**src/hw/rtl/rmms_pkg.sv**
```systemverilog
// Shared widths, types and the sample helper function of the raster statistics block.
package rmms_pkg;

  localparam int SAMPLE_BITS = 16;
  localparam int COUNT_BITS  = 24;

  localparam int IN_W     = 16;
  localparam int MINMAX_W = 16;
  localparam int MEAN_W   = 24;
  localparam int SD_W     = 24;
  localparam int VCNT_W   = 25;

  localparam int CNT_W  = COUNT_BITS + 1;
  localparam int SUM_W  = SAMPLE_BITS + COUNT_BITS + 1;
  localparam int MAG_W  = SAMPLE_BITS + COUNT_BITS;
  localparam int SQ_W   = 2 * SAMPLE_BITS + COUNT_BITS;
  localparam int PROD_W = 2 * MAG_W + 1;
  localparam int NUM_W  = PROD_W + 16;
  localparam int NUM_X  = (NUM_W > 64) ? NUM_W : 65;
  localparam int DVS_W  = 2 * CNT_W;
  localparam int ITER_W = $clog2(NUM_W + 1);
  localparam int ROOT_STEPS = 32;

  localparam int SNAP_DEPTH = 2;
  localparam int PTR_W = (SNAP_DEPTH > 1) ? $clog2(SNAP_DEPTH) : 1;
  localparam int LVL_W = $clog2(SNAP_DEPTH + 1);

  localparam logic [NUM_W-1:0] MEAN_POS_LIMIT = NUM_W'((1 << (MEAN_W - 1)) - 1);
  localparam logic [NUM_W-1:0] MEAN_NEG_LIMIT = NUM_W'(1 << (MEAN_W - 1));

  typedef struct packed {
    logic signed [SAMPLE_BITS-1:0] min_val;
    logic signed [SAMPLE_BITS-1:0] max_val;
    logic signed [SUM_W-1:0]       sum_val;
    logic [SQ_W-1:0]               sum_sq;
    logic [CNT_W-1:0]              count;
  } snap_t;

  typedef enum logic [2:0] {
    ST_IDLE,
    ST_MUL_A,
    ST_MUL_B,
    ST_DIFF,
    ST_DIV_VAR,
    ST_DIV_MEAN,
    ST_SQRT,
    ST_DONE
  } back_state_e;

  // Bits of the port beyond the sample width are dropped; missing bits read as zero.
  function automatic logic signed [SAMPLE_BITS-1:0] to_sample(input logic [IN_W-1:0] raw);
    logic [SAMPLE_BITS-1:0] r;
    for (int i = 0; i < SAMPLE_BITS; i++) begin
      r[i] = (i < IN_W) ? raw[i] : 1'b0;
    end
    return $signed(r);
  endfunction

endpackage

```
**src/hw/rtl/rmms_front.sv**
```systemverilog
// Front end: accepts cells, squares them and keeps the running statistics.
module rmms_front (
  input  logic                                clk_i,
  input  logic                                rst_ni,
  input  logic signed [rmms_pkg::IN_W-1:0]    sample_i,
  input  logic                                no_data_i,
  input  logic                                last_i,
  input  logic                                push_i,
  output logic                                full_o,
  input  logic [rmms_pkg::LVL_W-1:0]          fifo_level_i,
  output logic                                snap_push_o,
  output rmms_pkg::snap_t                     snap_o
);

  localparam int SB = rmms_pkg::SAMPLE_BITS;

  logic                          accept;
  logic signed [SB-1:0]          sample_ext;
  logic [SB-1:0]                 mag;
  logic [rmms_pkg::LVL_W:0]      pending;

  logic                          s1_valid_q, s1_valid_d;
  logic                          s1_last_q;
  logic                          s1_use_q;
  logic signed [SB-1:0]          s1_sample_q;
  logic [2*SB-1:0]               s1_sq_q;

  logic signed [SB-1:0]                   min_q, min_d;
  logic signed [SB-1:0]                   max_q, max_d;
  logic signed [rmms_pkg::SUM_W-1:0]      sum_q, sum_d;
  logic [rmms_pkg::SQ_W-1:0]              sq_q, sq_d;
  logic [rmms_pkg::CNT_W-1:0]             cnt_q, cnt_d;
  logic                                   take;

  // A raster end waiting in the first stage already owns a queue slot.
  assign pending = {1'b0, fifo_level_i} + (rmms_pkg::LVL_W + 1)'(s1_valid_q && s1_last_q);
  assign full_o  = pending >= (rmms_pkg::LVL_W + 1)'(rmms_pkg::SNAP_DEPTH);
  assign accept  = push_i && !full_o;

  assign sample_ext = rmms_pkg::to_sample(sample_i);
  assign mag        = sample_ext[SB-1] ? SB'(-sample_ext) : sample_ext;
  assign s1_valid_d = accept;

  always_ff @(posedge clk_i or negedge rst_ni) begin
    if (!rst_ni) begin
      s1_valid_q <= 1'b0;
    end else begin
      s1_valid_q <= s1_valid_d;
    end
  end

  always_ff @(posedge clk_i) begin
    if (accept) begin
      s1_last_q   <= last_i;
      s1_use_q    <= !no_data_i;
      s1_sample_q <= sample_ext;
      s1_sq_q     <= mag * mag;
    end
  end

  assign take = s1_valid_q && s1_use_q && !cnt_q[rmms_pkg::COUNT_BITS];

  always_comb begin
    min_d = min_q;
    max_d = max_q;
    sum_d = sum_q;
    sq_d  = sq_q;
    cnt_d = cnt_q;
    if (take) begin
      if (cnt_q == '0 || s1_sample_q < min_q) begin
        min_d = s1_sample_q;
      end
      if (cnt_q == '0 || s1_sample_q > max_q) begin
        max_d = s1_sample_q;
      end
      sum_d = sum_q + rmms_pkg::SUM_W'(s1_sample_q);
      sq_d  = sq_q + rmms_pkg::SQ_W'(s1_sq_q);
      cnt_d = cnt_q + 1'b1;
    end
  end

  assign snap_push_o    = s1_valid_q && s1_last_q;
  assign snap_o.min_val = min_d;
  assign snap_o.max_val = max_d;
  assign snap_o.sum_val = sum_d;
  assign snap_o.sum_sq  = sq_d;
  assign snap_o.count   = cnt_d;

  always_ff @(posedge clk_i or negedge rst_ni) begin
    if (!rst_ni) begin
      min_q <= '0;
      max_q <= '0;
      sum_q <= '0;
      sq_q  <= '0;
      cnt_q <= '0;
    end else if (snap_push_o) begin
      min_q <= '0;
      max_q <= '0;
      sum_q <= '0;
      sq_q  <= '0;
      cnt_q <= '0;
    end else begin
      min_q <= min_d;
      max_q <= max_d;
      sum_q <= sum_d;
      sq_q  <= sq_d;
      cnt_q <= cnt_d;
    end
  end

endmodule

```
**src/hw/rtl/rmms_snap_fifo.sv**
```systemverilog
// Short queue of finished raster totals between the front and back ends.
module rmms_snap_fifo (
  input  logic                        clk_i,
  input  logic                        rst_ni,
  input  logic                        push_i,
  input  rmms_pkg::snap_t             data_i,
  input  logic                        pop_i,
  output rmms_pkg::snap_t             data_o,
  output logic                        empty_o,
  output logic [rmms_pkg::LVL_W-1:0]  level_o
);

  localparam int PW = rmms_pkg::PTR_W;

  rmms_pkg::snap_t               slot_q [rmms_pkg::SNAP_DEPTH];
  logic [PW-1:0]                 wr_ptr_q, wr_ptr_d;
  logic [PW-1:0]                 rd_ptr_q, rd_ptr_d;
  logic [rmms_pkg::LVL_W-1:0]    level_q, level_d;
  logic                          do_pop;

  assign empty_o = (level_q == '0);
  assign level_o = level_q;
  assign data_o  = slot_q[rd_ptr_q];
  assign do_pop  = pop_i && !empty_o;

  always_comb begin
    wr_ptr_d = wr_ptr_q;
    rd_ptr_d = rd_ptr_q;
    level_d  = level_q;
    if (push_i) begin
      wr_ptr_d = (wr_ptr_q == PW'(rmms_pkg::SNAP_DEPTH - 1)) ? '0 : wr_ptr_q + 1'b1;
    end
    if (do_pop) begin
      rd_ptr_d = (rd_ptr_q == PW'(rmms_pkg::SNAP_DEPTH - 1)) ? '0 : rd_ptr_q + 1'b1;
    end
    if (push_i && !do_pop) begin
      level_d = level_q + 1'b1;
    end else if (do_pop && !push_i) begin
      level_d = level_q - 1'b1;
    end
  end

  always_ff @(posedge clk_i or negedge rst_ni) begin
    if (!rst_ni) begin
      wr_ptr_q <= '0;
      rd_ptr_q <= '0;
      level_q  <= '0;
    end else begin
      wr_ptr_q <= wr_ptr_d;
      rd_ptr_q <= rd_ptr_d;
      level_q  <= level_d;
    end
  end

  always_ff @(posedge clk_i) begin
    if (push_i) begin
      slot_q[wr_ptr_q] <= data_i;
    end
  end

endmodule

```
**src/hw/rtl/rmms_back.sv**
```systemverilog
// Back end: serial multiply, divide and square root that finish one raster.
module rmms_back (
  input  logic                                 clk_i,
  input  logic                                 rst_ni,
  input  rmms_pkg::snap_t                      snap_i,
  input  logic                                 snap_empty_i,
  output logic                                 snap_pop_o,
  input  logic                                 pop_i,
  output logic                                 empty_o,
  output logic signed [rmms_pkg::MINMAX_W-1:0] min_out_o,
  output logic signed [rmms_pkg::MINMAX_W-1:0] max_out_o,
  output logic signed [rmms_pkg::MEAN_W-1:0]   mean_out_o,
  output logic [rmms_pkg::SD_W-1:0]            std_dev_out_o,
  output logic [rmms_pkg::VCNT_W-1:0]          valid_count_o,
  output logic                                 empty_res_o
);

  localparam int PROD_W = rmms_pkg::PROD_W;
  localparam int MAG_W  = rmms_pkg::MAG_W;
  localparam int NUM_W  = rmms_pkg::NUM_W;
  localparam int DVS_W  = rmms_pkg::DVS_W;
  localparam int ITER_W = rmms_pkg::ITER_W;
  localparam int SUM_W  = rmms_pkg::SUM_W;

  rmms_pkg::back_state_e state_q, state_d;

  rmms_pkg::snap_t             snap_q, snap_d;
  logic                        neg_q, neg_d;
  logic [PROD_W-1:0]           a_q, a_d;
  logic [PROD_W-1:0]           prod_q, prod_d;
  logic [PROD_W-1:0]           mcand_q, mcand_d;
  logic [MAG_W-1:0]            mplier_q, mplier_d;
  logic [DVS_W-1:0]            c2_q, c2_d;
  logic [DVS_W-1:0]            rem_q, rem_d;
  logic [NUM_W-1:0]            quo_q, quo_d;
  logic [63:0]                 var_q, var_d;
  logic [rmms_pkg::MEAN_W-1:0] mean_q, mean_d;
  logic [63:0]                 rt_v_q, rt_v_d;
  logic [63:0]                 rt_res_q, rt_res_d;
  logic [63:0]                 rt_bit_q, rt_bit_d;
  logic [ITER_W-1:0]           cnt_q, cnt_d;

  logic                        res_valid_q, res_valid_d;
  logic                        res_load;
  logic                        step_last;

  logic [PROD_W-1:0]           mul_sum;
  logic [SUM_W-1:0]            sum_neg;
  logic [MAG_W-1:0]            mag;
  logic [DVS_W-1:0]            dvs;
  logic [DVS_W:0]              div_sh;
  logic [DVS_W:0]              div_sub;
  logic                        div_ge;
  logic [DVS_W-1:0]            rem_next;
  logic [NUM_W-1:0]            quo_next;
  logic [rmms_pkg::NUM_X-1:0]  quo_ext;
  logic [PROD_W-1:0]           diff;
  logic [63:0]                 rt_try;
  logic                        rt_ge;
  logic [rmms_pkg::SD_W-1:0]   sd_sat;

  assign step_last = (cnt_q == ITER_W'(1));
  assign empty_o   = !res_valid_q;

  always_comb begin
    state_d = state_q;
    unique case (state_q)
      rmms_pkg::ST_IDLE: begin
        if (!snap_empty_i) begin
          state_d = (snap_i.count == '0) ? rmms_pkg::ST_DONE : rmms_pkg::ST_MUL_A;
        end
      end
      rmms_pkg::ST_MUL_A:    if (step_last) state_d = rmms_pkg::ST_MUL_B;
      rmms_pkg::ST_MUL_B:    if (step_last) state_d = rmms_pkg::ST_DIFF;
      rmms_pkg::ST_DIFF:     state_d = rmms_pkg::ST_DIV_VAR;
      rmms_pkg::ST_DIV_VAR:  if (step_last) state_d = rmms_pkg::ST_DIV_MEAN;
      rmms_pkg::ST_DIV_MEAN: if (step_last) state_d = rmms_pkg::ST_SQRT;
      rmms_pkg::ST_SQRT:     if (step_last) state_d = rmms_pkg::ST_DONE;
      rmms_pkg::ST_DONE:     if (res_load) state_d = rmms_pkg::ST_IDLE;
      default:               state_d = rmms_pkg::ST_IDLE;
    endcase
  end

  always_comb begin
    snap_pop_o = (state_q == rmms_pkg::ST_IDLE) && !snap_empty_i;
    res_load   = (state_q == rmms_pkg::ST_DONE) && (!res_valid_q || pop_i);
  end

  always_comb begin
    res_valid_d = res_valid_q;
    if (res_load) begin
      res_valid_d = 1'b1;
    end else if (pop_i && res_valid_q) begin
      res_valid_d = 1'b0;
    end
  end

  always_ff @(posedge clk_i or negedge rst_ni) begin
    if (!rst_ni) begin
      state_q     <= rmms_pkg::ST_IDLE;
      res_valid_q <= 1'b0;
    end else begin
      state_q     <= state_d;
      res_valid_q <= res_valid_d;
    end
  end

  assign mul_sum  = prod_q + (mplier_q[0] ? mcand_q : '0);
  assign sum_neg  = -snap_q.sum_val;
  assign mag      = snap_q.sum_val[SUM_W-1] ? MAG_W'(sum_neg) : MAG_W'(snap_q.sum_val);
  assign dvs      = (state_q == rmms_pkg::ST_DIV_VAR) ? c2_q : DVS_W'(snap_q.count);
  assign div_sh   = {rem_q, quo_q[NUM_W-1]};
  assign div_ge   = div_sh >= {1'b0, dvs};
  assign div_sub  = div_sh - {1'b0, dvs};
  assign rem_next = div_ge ? div_sub[DVS_W-1:0] : div_sh[DVS_W-1:0];
  assign quo_next = {quo_q[NUM_W-2:0], div_ge};
  assign quo_ext  = rmms_pkg::NUM_X'(quo_next);
  assign diff     = (a_q >= prod_q) ? a_q - prod_q : '0;
  assign rt_try   = rt_res_q + rt_bit_q;
  assign rt_ge    = rt_v_q >= rt_try;
  assign sd_sat   = (rt_res_q[63:rmms_pkg::SD_W] != '0) ? '1 : rt_res_q[rmms_pkg::SD_W-1:0];

  always_comb begin
    snap_d   = snap_q;
    neg_d    = neg_q;
    a_d      = a_q;
    prod_d   = prod_q;
    mcand_d  = mcand_q;
    mplier_d = mplier_q;
    c2_d     = c2_q;
    rem_d    = rem_q;
    quo_d    = quo_q;
    var_d    = var_q;
    mean_d   = mean_q;
    rt_v_d   = rt_v_q;
    rt_res_d = rt_res_q;
    rt_bit_d = rt_bit_q;
    cnt_d    = cnt_q;
    unique case (state_q)
      rmms_pkg::ST_IDLE: begin
        if (!snap_empty_i) begin
          snap_d   = snap_i;
          prod_d   = '0;
          mcand_d  = PROD_W'(snap_i.sum_sq);
          mplier_d = MAG_W'(snap_i.count);
          cnt_d    = ITER_W'(rmms_pkg::CNT_W);
        end
      end
      rmms_pkg::ST_MUL_A, rmms_pkg::ST_MUL_B: begin
        prod_d   = mul_sum;
        mcand_d  = mcand_q << 1;
        mplier_d = mplier_q >> 1;
        cnt_d    = cnt_q - 1'b1;
        if (step_last && state_q == rmms_pkg::ST_MUL_A) begin
          a_d      = mul_sum;
          prod_d   = '0;
          mcand_d  = PROD_W'(mag);
          mplier_d = mag;
          neg_d    = snap_q.sum_val[SUM_W-1];
          cnt_d    = ITER_W'(MAG_W);
        end
      end
      rmms_pkg::ST_DIFF: begin
        quo_d = NUM_W'(diff) << 16;
        rem_d = '0;
        c2_d  = snap_q.count * snap_q.count;
        cnt_d = ITER_W'(NUM_W);
      end
      rmms_pkg::ST_DIV_VAR, rmms_pkg::ST_DIV_MEAN: begin
        rem_d = rem_next;
        quo_d = quo_next;
        cnt_d = cnt_q - 1'b1;
        if (step_last && state_q == rmms_pkg::ST_DIV_VAR) begin
          var_d = (quo_ext[rmms_pkg::NUM_X-1:64] != '0) ? '1 : quo_ext[63:0];
          rem_d = '0;
          quo_d = NUM_W'(mag) << 8;
          cnt_d = ITER_W'(NUM_W);
        end
        if (step_last && state_q == rmms_pkg::ST_DIV_MEAN) begin
          if (neg_q) begin
            mean_d = (quo_next > rmms_pkg::MEAN_NEG_LIMIT) ?
                     rmms_pkg::MEAN_NEG_LIMIT[rmms_pkg::MEAN_W-1:0] :
                     -quo_next[rmms_pkg::MEAN_W-1:0];
          end else begin
            mean_d = (quo_next > rmms_pkg::MEAN_POS_LIMIT) ?
                     rmms_pkg::MEAN_POS_LIMIT[rmms_pkg::MEAN_W-1:0] :
                     quo_next[rmms_pkg::MEAN_W-1:0];
          end
          rt_v_d   = var_q;
          rt_res_d = '0;
          rt_bit_d = 64'h4000_0000_0000_0000;
          cnt_d    = ITER_W'(rmms_pkg::ROOT_STEPS);
        end
      end
      rmms_pkg::ST_SQRT: begin
        if (rt_ge) begin
          rt_v_d   = rt_v_q - rt_try;
          rt_res_d = (rt_res_q >> 1) + rt_bit_q;
        end else begin
          rt_res_d = rt_res_q >> 1;
        end
        rt_bit_d = rt_bit_q >> 2;
        cnt_d    = cnt_q - 1'b1;
      end
      rmms_pkg::ST_DONE: begin
      end
      default: begin
      end
    endcase
  end

  always_ff @(posedge clk_i) begin
    snap_q   <= snap_d;
    neg_q    <= neg_d;
    a_q      <= a_d;
    prod_q   <= prod_d;
    mcand_q  <= mcand_d;
    mplier_q <= mplier_d;
    c2_q     <= c2_d;
    rem_q    <= rem_d;
    quo_q    <= quo_d;
    var_q    <= var_d;
    mean_q   <= mean_d;
    rt_v_q   <= rt_v_d;
    rt_res_q <= rt_res_d;
    rt_bit_q <= rt_bit_d;
    cnt_q    <= cnt_d;
  end

  always_ff @(posedge clk_i) begin
    if (res_load) begin
      if (snap_q.count == '0) begin
        min_out_o     <= '0;
        max_out_o     <= '0;
        mean_out_o    <= '0;
        std_dev_out_o <= '0;
        valid_count_o <= '0;
        empty_res_o   <= 1'b1;
      end else begin
        min_out_o     <= rmms_pkg::MINMAX_W'(snap_q.min_val);
        max_out_o     <= rmms_pkg::MINMAX_W'(snap_q.max_val);
        mean_out_o    <= mean_q;
        std_dev_out_o <= sd_sat;
        valid_count_o <= rmms_pkg::VCNT_W'(snap_q.count);
        empty_res_o   <= 1'b0;
      end
    end
  end

endmodule

```
**src/hw/rtl/raster_min_max_mean_stddev.sv**
```systemverilog
// Throughput: one cell per cycle; cells stall only while two finished rasters hold queue slots,
// counting one whose last cell waits in the first front stage. After its last cell, a raster's
// totals pass that stage and the queue; the back end then runs its serial multiply, divide and root.
// An empty raster skips the multiply, divide and root and goes straight to the result load.
// Reset clears the running totals, the queue and the result beat; no clearing pass is needed.
// Top level of the raster minimum, maximum, mean and standard deviation block.
module raster_min_max_mean_stddev (
  input  logic                                 clk_i,
  input  logic                                 rst_ni,
  input  logic signed [rmms_pkg::IN_W-1:0]     sample_i,
  input  logic                                 no_data_i,
  input  logic                                 last_i,
  input  logic                                 push_i,
  output logic                                 full_o,
  input  logic                                 pop_i,
  output logic                                 empty_o,
  output logic signed [rmms_pkg::MINMAX_W-1:0] min_out_o,
  output logic signed [rmms_pkg::MINMAX_W-1:0] max_out_o,
  output logic signed [rmms_pkg::MEAN_W-1:0]   mean_out_o,
  output logic [rmms_pkg::SD_W-1:0]            std_dev_out_o,
  output logic [rmms_pkg::VCNT_W-1:0]          valid_count_o,
  output logic                                 empty_res_o
);

  logic                        snap_push;
  rmms_pkg::snap_t             snap_in;
  rmms_pkg::snap_t             snap_out;
  logic                        snap_empty;
  logic                        snap_pop;
  logic [rmms_pkg::LVL_W-1:0]  snap_level;

  rmms_front u_front (
    .clk_i        (clk_i),
    .rst_ni       (rst_ni),
    .sample_i     (sample_i),
    .no_data_i    (no_data_i),
    .last_i       (last_i),
    .push_i       (push_i),
    .full_o       (full_o),
    .fifo_level_i (snap_level),
    .snap_push_o  (snap_push),
    .snap_o       (snap_in)
  );

  rmms_snap_fifo u_fifo (
    .clk_i   (clk_i),
    .rst_ni  (rst_ni),
    .push_i  (snap_push),
    .data_i  (snap_in),
    .pop_i   (snap_pop),
    .data_o  (snap_out),
    .empty_o (snap_empty),
    .level_o (snap_level)
  );

  rmms_back u_back (
    .clk_i         (clk_i),
    .rst_ni        (rst_ni),
    .snap_i        (snap_out),
    .snap_empty_i  (snap_empty),
    .snap_pop_o    (snap_pop),
    .pop_i         (pop_i),
    .empty_o       (empty_o),
    .min_out_o     (min_out_o),
    .max_out_o     (max_out_o),
    .mean_out_o    (mean_out_o),
    .std_dev_out_o (std_dev_out_o),
    .valid_count_o (valid_count_o),
    .empty_res_o   (empty_res_o)
  );

endmodule

```
**config.mk**
```make
export PLATFORM = sky130hd
export DESIGN_NAME = raster_min_max_mean_stddev
export DESIGN_NICKNAME = d
export VERILOG_FILES = /design/src/hw/rtl/rmms_pkg.sv /design/src/hw/rtl/rmms_front.sv /design/src/hw/rtl/rmms_snap_fifo.sv /design/src/hw/rtl/rmms_back.sv /design/src/hw/rtl/raster_min_max_mean_stddev.sv
export SDC_FILE = /design/constraint.sdc
export NUM_CORES = 2
export LEC_CHECK = 0
export BUFFER_PORTS_ARGS = -buffer_cell sky130_fd_sc_hd__buf_2
export CAP_MARGIN = 15
export CORE_MARGIN = 2
export CORE_UTILIZATION = 60
export CTS_BUF_LIST = sky130_fd_sc_hd__clkbuf_4
export DETAILED_ROUTE_END_ITERATION = 8
export GPL_TIMING_DRIVEN = 0
export PLACE_DENSITY = 0.76
export SLEW_MARGIN = 20
export SYNTH_ARGS = -nofsm -noshare
export SYNTH_HDL_FRONTEND = slang
export SYNTH_SLANG_ARGS = --single-unit
```
**constraint.sdc**
```tcl
create_clock -name clk_i -period 22.2 [get_ports clk_i]
set_clock_uncertainty 0.15 [all_clocks]
set_input_delay 3.33 -clock clk_i [delete_from_list [all_inputs] [get_ports clk_i]]
set_output_delay 3.33 -clock clk_i [all_outputs]
set_load 0.05 [all_outputs]
```
==> results.cfg <==
[clock_tree]
cts_num_sinks = 1458
root_buffer = clkbuf_4
cts_resized = 0
postCtsSetupRepairBufs = 0
insertion_delay_ns = 1.43
clkTransAtPathRegs_ns = 0.06
cts.htree.levels = 5
cts_max_path_buffers = 4
cts_tree = built
hold_buffers = 0
cts_made_buffers = 389

[setup_path]
path_class = input pin to flop
reg2reg_setup_slack_ns = 12.15
cp-end-kind = flop
reg2regPathDepth = 29
cp_common_cell = inv_1
start_kind = input pin
required_ns = 23.17
r2r-start = u_back.state_q[0]
r2r-end = u_back.mean_q[16]
endpoint = u_front.s1_sq_q[30]
slowest_delay_ns = 0.82
crit_arrival_ns = 12.24
crit_slowest_cell = xor2_1
critPathLaunch = sample_i[0]
cp_max_fo = 11

[floorplan]
fp.dieW_um = 429
boundaryPins = 130
chipHeight_um = 429
die_area_mm2 = 0.184
initial_core_util = 0.602
num_rows = 156
core_mm2 = 0.180

[synthesis]
synthMostInstantiatedCell = edfxtp_1
avgSynthCellArea_um2 = 10.2
synth_cell_types = 101
ys_warn_count = 0
synth.top_cell.area_share = 0.359
synth-seq-cells = 1458
synthTopCellsByCount = edfxtp_1, inv_1, nand2_1
yosys-top-cells-area = edfxtp_1, fa_1, ha_1
synth_cells = 10700
ys_seq_area_frac = 0.396
synth-edff-count = 1295
synth.cell_area_mm2 = 0.108
synth_ff_type = edfxtp_1
yosys.area.top_type = edfxtp_1
ys_async_sr_fraction = 0.112

[placed_design]
dp_hpwl_mm = 238
place_congestion = 1.02
dpl_cell_area_mm2 = 0.113
port_buffers = 129
pre_cts_ws_ns = 9.45

[sta]
setup_viol = 0
rsz0062_at_grt = no
final_max_slew_viol_count = 0
max_freq_mhz = 88.7
tightest_slew_ns = 1.28
period_share = 0.508
max_slew_margin = 0.145
finalHoldViolCount = 0
final_period_minus_worst_setup_slack_ns = 11.27
setup_ws_ns = 10.93

[worst_hold_path]
hold_start = u_fifo.slot_q[0][73]
min_path_type = flop to flop

[cells_and_area]
design_area_mm2 = 0.118
syn_to_final_growth_pct = 8.87
fillers = 14300
layout-drive-gt1-share = 0.0879
fin_nets = 12600

[route]
drc = 0
vias_per_cell = 6.03
wire_per_inst_um = 21.9
drt-pass1-iter-count = 6
route.vias.total = 83800
ant_nets = 0
routed_wl_mm = 304
drtIter0Drc = 8676

[global_routing]
grt_use_total = 0.327
grt_max_degree = 85
grt_first_pass_wirelength_mm = 468
grt_pass1_vias = 82600
gr-total-overflow = 0
antenna_found_initial = 17

[job]
drv_cap = 0

[run_status]
status = completed
[placed cells by master, fill, tap and decap left out, types with 34 or more instances in the layout]
cell,instances
nand3_1,166
clkinv_1,83
mux2i_1,102
a31oi_1,117
o21ai_0,376
xor2_1,249
o211ai_1,34
buf_2,150
nor3_1,112
a21o_1,258
o21bai_1,95
clkbuf_4,554
mux2_2,122
o21a_1,58
edfxtp_1,1295
or3_1,51
nand4_1,152
inv_1,1171
o21ai_1,131
o31ai_1,49
dfrtp_1,163
a211oi_1,104
clkbuf_1,444
nand2_1,999
and2_1,440
nand2b_1,110
ha_1,736
nor2b_1,135
a221oi_1,36
and3_1,159
nor4_1,59
xnor2_1,352
nor2_1,584
fa_1,646
a21oi_1,677
[routing by layer]
layer  vias up  track usage  share of wire
met5         -            0        0.00024
met4        10        0.158          0.051
met3       795       0.0622          0.089
met2      3840        0.511           0.45
met1     40600        0.441           0.41
li1      38500            -              -
[critical path: cells and delay by family]
family | cells | cell delay (ns)
adder cells (fa/ha/maj) | 8 | 3.67
XOR/XNOR | 2 | 0.90
AO/OA/AOI/OAI | 7 | 1.48
AND/OR/NAND/NOR | 5 | 0.84
buffers and inverters | 11 | 1.98
[stage by stage]
stage / TNS [ns] / hold slack [ns] / cells / utilization
final: 0 / 0.321 / 13900 / 0.655
after global placement: -199.43 / 0.347 / 13200 / 0.622
after floorplan: 0 / 0.311 / 10700 / -
after CTS: 0 / 0.316 / 13900 / 0.655
after detailed placement: 0 / 0.358 / 13200 / 0.629
after global routing: 0 / 0.346 / 13900 / 0.655
[worst min path at each step]
stage,depth (start not counted),slack [ns],endpoint
floorplan,1,0.31,u_fifo.wr_ptr_q
global placement,2,0.35,u_front.sum_q[37]
detailed placement,2,0.36,u_back.rt_v_q[5]
CTS,2,0.32,u_back.mcand_q[48]
global route,1,0.35,u_back.snap_q[93]
finish,2,0.32,u_back.mcand_q[48]
[cell type report]
class | instances | area (µm²) | share of cell area
Multi-Input combinational cell | 7549 | 59400 | 0.503
Sequential cell | 1458 | 43000 | 0.364
Inverter | 1181 | 4440 | 0.0376
Clock buffer | 552 | 4140 | 0.0351
Tap cell | 2370 | 2970 | 0.0251
Buffer | 489 | 1880 | 0.0159
Timing Repair Buffer | 169 | 1640 | 0.0139
Clock inverter | 107 | 569 | 0.00482
Antenna cell | 12 | 30.0 | 0.000254
[state kept, by name (all words and copies together) (netlist names), 24 cells and up]
signal and cells:
u_back.snap_q 98, u_back.prod_q 81, u_back.rt_bit_q 32, u_back.mean_q 24
u_front.sum_q 41, u_back.mean_out_o 24, u_back.var_q 64, u_back.mcand_q 81
u_front.cnt_q 25, u_back.quo_q 97, u_front.s1_sq_q 31, u_back.rt_v_q 64
u_fifo.slot_q 308, u_back.std_dev_out_o 24, u_back.mplier_q 40, u_back.rem_q 50
u_back.valid_count_o 25, u_front.sq_q 56, u_back.a_q 81, u_back.c2_q 49
u_back.rt_res_q 64
[cell families (layout without fill, tap and decap cells)]
kind of cell,Yosys count,after routing,share of synthesized area
simple gates,3092,3092,0.140
other cells,2,23,0.0000693
fa+ha+maj,1382,1382,0.204
mux,225,225,0.0222
flops,1458,1458,0.396
compound gates,2220,2220,0.129
buf+inv,1670,2498,0.0581
xor+xnor,619,619,0.0500
Power is left out: the tool's default activity adds up to more than one toggle a clock period on the data nets, which glitch-free logic cannot reach.
